<file path="src/pfla_pkg.sv">
// Shared types and constants of the page free-list allocator.
`default_nettype none
package pfla_pkg;

    localparam int MAX_PAGES = 1024;
    localparam int PAGE_W    = 10;              // page number width
    localparam int CNT_W     = 11;              // page count / link width
    localparam int IDX_W     = 12;              // signed request index width
    localparam int ENTRY_W   = CNT_W + 1;       // {used, link}

    localparam logic [CNT_W-1:0] LIST_END  = CNT_W'(MAX_PAGES);
    localparam logic [CNT_W-1:0] COUNT_MAX = CNT_W'(MAX_PAGES);

    typedef enum logic [2:0] {
        REQ_ALLOC   = 3'd0,
        REQ_DISPOSE = 3'd1,
        REQ_CHECK   = 3'd2,
        REQ_NEXT    = 3'd3,
        REQ_PREV    = 3'd4
    } t_req;

    typedef enum logic [2:0] {
        ST_OK      = 3'd0,
        ST_INVALID = 3'd1,
        ST_FREE    = 3'd2,
        ST_EOF     = 3'd3,
        ST_FULL    = 3'd4
    } t_status;

    // Result handed from the sequencer to the output stage.
    typedef struct packed {
        logic              valid;
        t_status           status;
        logic [PAGE_W-1:0] page;
    } t_res_bus;

endpackage
`default_nettype wire

</file>
<file path="src/pfla_ctrl.sv">
// Request sequencer: range checks, table access and the page scan loop.
`default_nettype none
module pfla_ctrl
    import pfla_pkg::*;
(
    input  wire logic                    i_clk,
    input  wire logic                    i_rst_n,
    input  wire logic                    i_valid,
    input  wire logic [2:0]              i_req_type,
    input  wire logic signed [IDX_W-1:0] i_page_index,
    output logic                         o_ready,
    output t_res_bus                     o_res,
    input  wire logic                    i_res_taken,
    output logic                         o_ram_we,
    output logic [PAGE_W-1:0]            o_ram_addr,
    output logic [ENTRY_W-1:0]           o_ram_wdata,
    input  wire logic [ENTRY_W-1:0]      i_ram_rdata
);
    typedef enum logic [3:0] {
        S_IDLE  = 4'b0001,
        S_START = 4'b0010,
        S_EVAL  = 4'b0100,
        S_DONE  = 4'b1000
    } t_state;

    t_state                  r_state, n_state;
    logic [2:0]              r_req;
    logic signed [IDX_W-1:0] r_idx;
    logic [PAGE_W-1:0]       r_ptr, n_ptr;
    logic [CNT_W-1:0]        r_head, n_head;
    logic [CNT_W-1:0]        r_count, n_count;
    t_status                 r_status, n_status;
    logic [PAGE_W-1:0]       r_page, n_page;

    logic signed [IDX_W-1:0] w_cnt_s;
    logic signed [IDX_W-1:0] w_idx_inc;
    logic signed [IDX_W-1:0] w_idx_dec;
    logic [CNT_W-1:0]        w_step;
    logic                    w_used;
    logic [CNT_W-1:0]        w_link;

    assign w_cnt_s   = $signed({1'b0, r_count});
    assign w_idx_inc = r_idx + 12'sd1;
    assign w_idx_dec = r_idx - 12'sd1;
    assign w_used    = i_ram_rdata[ENTRY_W-1];
    assign w_link    = i_ram_rdata[CNT_W-1:0];

    // shared step unit: one page up or down per scan cycle
    assign w_step = (t_req'(r_req) == REQ_PREV) ? ({1'b0, r_ptr} - 11'd1)
                                                 : ({1'b0, r_ptr} + 11'd1);

    assign o_ready      = (r_state == S_IDLE);
    assign o_res.valid  = (r_state == S_DONE);
    assign o_res.status = r_status;
    assign o_res.page   = r_page;

    always_comb begin
        n_state     = r_state;
        n_ptr       = r_ptr;
        n_head      = r_head;
        n_count     = r_count;
        n_status    = r_status;
        n_page      = r_page;
        o_ram_we    = 1'b0;
        o_ram_addr  = r_ptr;
        o_ram_wdata = {1'b1, w_link};

        case (r_state)
            S_IDLE: begin
                if (i_valid) begin
                    n_state = S_START;
                end
            end
            S_START: begin
                n_status = ST_INVALID;
                n_page   = '0;
                n_state  = S_DONE;
                case (t_req'(r_req))
                    REQ_ALLOC: begin
                        if (r_head != LIST_END) begin
                            n_ptr      = r_head[PAGE_W-1:0];
                            o_ram_addr = r_head[PAGE_W-1:0];
                            n_state    = S_EVAL;
                        end else if (r_count == COUNT_MAX) begin
                            n_status = ST_FULL;
                        end else begin
                            // list empty: grow the file by one page
                            o_ram_we    = 1'b1;
                            o_ram_addr  = r_count[PAGE_W-1:0];
                            o_ram_wdata = {1'b1, LIST_END};
                            n_count     = r_count + 11'd1;
                            n_status    = ST_OK;
                            n_page      = r_count[PAGE_W-1:0];
                        end
                    end
                    REQ_DISPOSE, REQ_CHECK: begin
                        if (r_idx >= 12'sd0 && r_idx < w_cnt_s) begin
                            n_ptr      = r_idx[PAGE_W-1:0];
                            o_ram_addr = r_idx[PAGE_W-1:0];
                            n_state    = S_EVAL;
                        end
                    end
                    REQ_NEXT: begin
                        if (r_idx >= -12'sd1 && r_idx < w_cnt_s) begin
                            if (w_idx_inc >= w_cnt_s) begin
                                n_status = ST_EOF;
                            end else begin
                                n_ptr      = w_idx_inc[PAGE_W-1:0];
                                o_ram_addr = w_idx_inc[PAGE_W-1:0];
                                n_state    = S_EVAL;
                            end
                        end
                    end
                    REQ_PREV: begin
                        if (r_idx > 12'sd0 && r_idx <= w_cnt_s) begin
                            n_ptr      = w_idx_dec[PAGE_W-1:0];
                            o_ram_addr = w_idx_dec[PAGE_W-1:0];
                            n_state    = S_EVAL;
                        end
                    end
                    default: begin
                    end
                endcase
            end
            S_EVAL: begin
                // table entry of r_ptr is on i_ram_rdata
                n_state = S_DONE;
                case (t_req'(r_req))
                    REQ_ALLOC: begin
                        n_head      = w_link;
                        o_ram_we    = 1'b1;
                        o_ram_wdata = {1'b1, w_link};
                        n_status    = ST_OK;
                        n_page      = r_ptr;
                    end
                    REQ_DISPOSE: begin
                        if (!w_used) begin
                            n_status = ST_FREE;
                        end else begin
                            o_ram_we    = 1'b1;
                            o_ram_wdata = {1'b0, r_head};
                            n_head      = {1'b0, r_ptr};
                            n_status    = ST_OK;
                        end
                    end
                    REQ_CHECK: begin
                        if (w_used) begin
                            n_status = ST_OK;
                            n_page   = r_ptr;
                        end
                    end
                    REQ_NEXT: begin
                        if (w_used) begin
                            n_status = ST_OK;
                            n_page   = r_ptr;
                        end else if (w_step >= r_count) begin
                            n_status = ST_EOF;
                        end else begin
                            n_ptr      = w_step[PAGE_W-1:0];
                            o_ram_addr = w_step[PAGE_W-1:0];
                            n_state    = S_EVAL;
                        end
                    end
                    REQ_PREV: begin
                        if (w_used) begin
                            n_status = ST_OK;
                            n_page   = r_ptr;
                        end else if (r_ptr == '0) begin
                            n_status = ST_EOF;
                        end else begin
                            n_ptr      = w_step[PAGE_W-1:0];
                            o_ram_addr = w_step[PAGE_W-1:0];
                            n_state    = S_EVAL;
                        end
                    end
                    default: begin
                    end
                endcase
            end
            S_DONE: begin
                if (i_res_taken) begin
                    n_state = S_IDLE;
                end
            end
            default: begin
                n_state = S_IDLE;
            end
        endcase
    end

    always_ff @(posedge i_clk) begin
        if (!i_rst_n) begin
            r_state <= S_IDLE;
            r_head  <= LIST_END;
            r_count <= '0;
        end else begin
            r_state <= n_state;
            r_head  <= n_head;
            r_count <= n_count;
        end
    end

    always_ff @(posedge i_clk) begin
        if (r_state == S_IDLE && i_valid) begin
            r_req <= i_req_type;
            r_idx <= i_page_index;
        end
        r_ptr    <= n_ptr;
        r_status <= n_status;
        r_page   <= n_page;
    end
endmodule
`default_nettype wire

</file>
<file path="config.mk">
export PLATFORM = sky130hd
export DESIGN_NAME = pfla_ctrl
export DESIGN_NICKNAME = d
export VERILOG_FILES = /design/src/pfla_pkg.sv /design/src/pfla_ctrl.sv
export SDC_FILE = /design/constraint.sdc
export NUM_CORES = 1
export LEC_CHECK = 0
export ABC_CLOCK_PERIOD_IN_PS = 6700
export BUFFER_PORTS_ARGS = -buffer_cell sky130_fd_sc_hd__buf_4
export CAP_MARGIN = 20
export CORE_AREA = 3 3 135 111
export CTS_BUF_LIST = sky130_fd_sc_hd__clkbuf_8
export CTS_CLUSTER_DIAMETER = 60
export DETAILED_ROUTE_END_ITERATION = 16
export DIE_AREA = 0 0 138 114
export GPL_TIMING_DRIVEN = 0
export MAX_ROUTING_LAYER = met4
export PLACE_DENSITY_LB_ADDON = 0.3
export SKIP_LAST_GASP = 1
export SLEW_MARGIN = 20
export SYNTH_ARGS = -nofsm -noshare
export SYNTH_HDL_FRONTEND = slang
export SYNTH_SLANG_ARGS = --single-unit
</file>
<file path="constraint.sdc">
create_clock -name i_clk -period 6.7 [get_ports i_clk]
set_input_delay 1.34 -clock i_clk [delete_from_list [all_inputs] [get_ports i_clk]]
set_output_delay 1.34 -clock i_clk [all_outputs]
set_load 0.05 [all_outputs]
</file>
==> flow_summary.yaml <==
floorplanning:
  floorplan.initialDensity_pct: 40.8
  die_extent_in_y_um: 114
  dieArea_sq_mm: 0.0157
  top_level_ports: 69
  die-width_um: 138
  floorplan.rows: 38
  core-area_sq_mm: 0.0136
sta:
  final.period_utilization_pct: 95.5
  hold_slack_ns: 0.538
  maxSlewViolCount: 0
  finalCriticalPeriod_ns: 6.40
  fmax_mhz: 156
  timing_hold_violations_final: 0
  tightestPinTransition_ns: 1.14
  slew-limit-headroom_pct: 23.0
  timing.final.setup_violations: 0
  finClkSkew_ns: 0.00994
drt:
  met2_wirelength_um: 8680
  wl_met3_um: 2110
  route.antenna.remaining_nets: 0
  finalWirelength_um: 20500
  firstDrtPassIters: 5
  route.vias.total: 5717
  detail_route.wl_per_cell_um: 22.0
  highest_layer: "met4"
  drt-initial-drc-count: 585
  drc: 0
  route.layer.met1.wl_um: 9110
  detail_route.vias_per_cell: 6.15
worst_setup_path:
  critical_path.cell_chain: "nor2_2, nand2_4, clkinvlp_4, ha_1, nor2b_1, o21a_1, a311o_1, o22ai_1, nor2b_1, o21a_1, nor2_1, xnor2_1, ha_1, nor3_1, o2111a_1, o21ai_1, a21oi_4, nor2_1, a22o_1, a21o_1, buf_4"
  cp.depth: 21
  r2r_setup_slack_ns: 1.81
  critPathArrivalTime_ns: 5.06
  critPathKind: "register to primary output"
  critPathCapture: "o_ram_addr[6]"
  end_kind: "primary output"
  r2r_start: "r_req[1]"
  cpLargestDelayFamily: "compound AO/OA/AOI/OAI gates"
  worst_r2r_end: "r_ptr[2]"
  cpPeakStageDelay_ns: 0.42
  startpoint: "r_req[1]"
  reg2reg_depth: 19
  critPathBufInv: 2
  critical_path.slowest_cell: "sky130_fd_sc_hd__edfxtp_1"
  timing.critical_path.fanout_max: 10
  startpoint_type: "register"
  timing.critical_path.required_ns: 5.36
yosys:
  mappedNetlistNets: 741
  post_synth_main_area_contributors: "sky130_fd_sc_hd__edfxtp_1, sky130_fd_sc_hd__ha_1, sky130_fd_sc_hd__dfxtp_1, sky130_fd_sc_hd__nand2_1, sky130_fd_sc_hd__xnor2_1"
  post-synth-top-area-cell: "sky130_fd_sc_hd__edfxtp_1"
  postSynthCellCount: 663
  synthFlopType: "sky130_fd_sc_hd__edfxtp_1"
  yosysTopAreaCellShare_pct: 20.6
  ys_types: 73
  synth_seq_cells: 64
  async_flop_share_pct: 0
  synth-edff-count: 38
  yosysWarningCount: 0
  synth.avg_cell_area_sq_um: 8.36
  synth_sequential_area_ratio_pct: 30.0
  netlist_area_sq_mm: 0.00554
grt:
  grt_overflow: 0
  grt.total_usage_pct: 26.6
  grt_pass1_vias: 5460
  antenna_found_initial: 0
  grt_first_pass_wirelength_um: 31700
  grt_max_degree: 16
clock_network:
  tritoncts.num_buffers: 9
  ctsHoldBuffers: 0
  cts_buffer_depth: 2
  cts_h_tree_depth: 3
  clk-insertion-delay-late_ns: 0.38
  clock_sink_count: 64
  clock_tree_from_tritoncts: "yes"
  clock_pin_slew_of_the_registers_on_the_worst_case_setup_and_hold_paths_ns: 0.07
  cts_root_buf: "sky130_fd_sc_hd__clkbuf_8"
final_layout:
  num-nets-final: 822
  antenna_cells: 0
  layout-drive-gt1-share_pct: 15.5
  syn_to_layout_area_delta_pct: 18.8
hold_path:
  min_path_type: "register to register"
  hp-start: "r_head[10]"
placed_design:
  place_congestion: 1.01
  place.port_buffers: 67
  dp.final_hpwl_um: 15700
power_and_ir_drop:
  p_per_area_mw_per_mm2: 174
  vdd.ir_drop.worst_mv: 0.161
  p_leak_nw: 2.63
  fin_total_pwr_mw: 1.15
job:
  cap_violations: 0
run_status:
  status: "finished, final reports clean"
==> routing by layer <==
metal	global-route usage (%)	vias to the layer above
met1	36.0	2744
met5	-	-
met4	8.62	0
met3	8.63	47
met2	37.8	266
li1	-	2660
==> worst register-to-register path, stage by stage, from the launching register on <==
cell	delay (ns)
sky130_fd_sc_hd__edfxtp_1	0.42
sky130_fd_sc_hd__nor2_2	0.24
sky130_fd_sc_hd__nand2_4	0.16
sky130_fd_sc_hd__clkinvlp_4	0.13
sky130_fd_sc_hd__buf_4	0.12
sky130_fd_sc_hd__ha_1	0.28
sky130_fd_sc_hd__and3_1	0.17
sky130_fd_sc_hd__a221o_1	0.33
sky130_fd_sc_hd__nor4_1	0.21
sky130_fd_sc_hd__or3_1	0.20
sky130_fd_sc_hd__xnor2_1	0.12
sky130_fd_sc_hd__ha_1	0.31
sky130_fd_sc_hd__nand3_1	0.09
sky130_fd_sc_hd__nor2_1	0.10
sky130_fd_sc_hd__o21ai_0	0.08
sky130_fd_sc_hd__o21ai_1	0.39
sky130_fd_sc_hd__nand2_1	0.36
sky130_fd_sc_hd__and2_1	0.27
sky130_fd_sc_hd__a211oi_1	0.40
sky130_fd_sc_hd__a31oi_1	0.19
==> worst min path at each step <==
stage	endpoint	slack [ns]	cells after the start
floorplan	r_head[10]	0.47	2
global route	r_head[10]	0.57	2
finish	r_head[10]	0.54	2
detailed placement	r_head[10]	0.51	2
CTS	r_head[10]	0.53	2
global placement	r_head[10]	0.51	2
==> state kept, by name, indices dropped and copies added, names as in the netlist <==
name / cells
r_state: 4
r_status: 3
r_count: 11
r_head: 11
r_idx: 12
r_ptr: 10
r_req: 3
r_page: 10
==> report_power, final <==
part           switching [mW]  total (mW)  internal, mW  leakage [nW]
Sequential             0.0160       0.448         0.432         0.554
Clock                   0.171       0.419         0.247         0.119
Combinational           0.178       0.281         0.103          1.96
==> synth_stat cells (4+ instances only) <==
cell type	instances
sky130_fd_sc_hd__nand2_1	77
sky130_fd_sc_hd__ha_1	46
sky130_fd_sc_hd__nor2_1	46
sky130_fd_sc_hd__a21oi_1	40
sky130_fd_sc_hd__edfxtp_1	38
sky130_fd_sc_hd__o21ai_0	35
sky130_fd_sc_hd__clkbuf_1	28
sky130_fd_sc_hd__inv_1	28
sky130_fd_sc_hd__nand3_1	28
sky130_fd_sc_hd__dfxtp_1	26
sky130_fd_sc_hd__xnor2_1	24
sky130_fd_sc_hd__and2_1	15
sky130_fd_sc_hd__mux2i_1	15
sky130_fd_sc_hd__and3_1	14
sky130_fd_sc_hd__nor3_1	13
sky130_fd_sc_hd__a211oi_1	11
sky130_fd_sc_hd__a22oi_1	11
sky130_fd_sc_hd__o211a_1	11
sky130_fd_sc_hd__o31ai_1	10
sky130_fd_sc_hd__a21o_1	8
sky130_fd_sc_hd__nor4_1	8
sky130_fd_sc_hd__a31oi_1	6
sky130_fd_sc_hd__nor2b_1	6
sky130_fd_sc_hd__nor4b_1	6
sky130_fd_sc_hd__o21ai_1	6
sky130_fd_sc_hd__nand2b_1	5
sky130_fd_sc_hd__nand4_1	5
sky130_fd_sc_hd__o21a_1	5
sky130_fd_sc_hd__a2111oi_0	4
sky130_fd_sc_hd__buf_2	4
sky130_fd_sc_hd__mux2_2	4
sky130_fd_sc_hd__or3_1	4
sky130_fd_sc_hd__xor2_1	4
==> logic make-up (layout without fill, tap and decap cells) <==
kind of cell	Yosys count	count (layout)	synth area share, %
AND/OR/NAND/NOR	249	249	22.9
AO/OA/AOI/OAI	192	192	24.0
flip-flops	64	64	30.0
buffers and inverters	64	150	4.45
adder cells (fa/ha/maj)	47	47	10.7
XOR/XNOR	28	28	4.42
multiplexers	19	19	3.52
==> timing repair <==
action,4_1_cts,5_1_grt
gates resized for setup,4,3
buffers inserted,4,1
gates cloned,0,0
hold endpoints to repair,0,0
setup endpoints to repair,10,10
==> layout by cell type (no fill, tap or decap), drive strengths merged, types with 4 or more instances in the layout <==
master	instances
a21oi	40
nor2b	6
buf	80
dfxtp	26
nor4b	7
clkbuf	35
mux2	4
ha	46
mux2i	15
edfxtp	38
and2	15
nand2b	5
nand3	28
or3	4
a211oi	11
nand4	6
nor4	9
xor2	4
o211a	11
nor2	47
and3	14
a21boi	5
a21o	8
xnor2	24
a2111oi	5
a22oi	11
a31oi	6
nand2	78
inv	27
nor3	14
o21a	5
o31ai	10
o21ai	41
==> through the flow <==
| stage | worst slack, ns | util, % | std cells | TNS [ns] | instance area (sq um) |
|---|---|---|---|---|---|
| final | 0.299 | 48.4 | 929 | 0 | 6590 |
| after global routing | -0.00375 | 48.4 | 929 | -0.00375 | 6590 |
| after CTS | 0.0978 | 48.3 | 929 | 0 | 6570 |
| after detailed placement | -0.338 | 46.2 | 911 | -1.55 | 6290 |
| after global placement | -0.283 | 46.1 | 910 | -1.08 | 6270 |
| after floorplan | 0.592 | - | 663 | 0 | 5540 |
==> final cells by class <==
| type | instances | area (sq um) |
|---|---|---|
| Clock inverter | 7 | 120 |
| Sequential cell | 64 | 1660 |
| Tap cell | 180 | 225 |
| Timing Repair Buffer | 73 | 548 |
| Multi-Input combinational cell | 535 | 3670 |
| Buffer | 33 | 130 |
| Clock buffer | 9 | 124 |
| Fill cell | 1365 | 7010 |
| Inverter | 28 | 109 |
(Power assumes the default switching activity.)
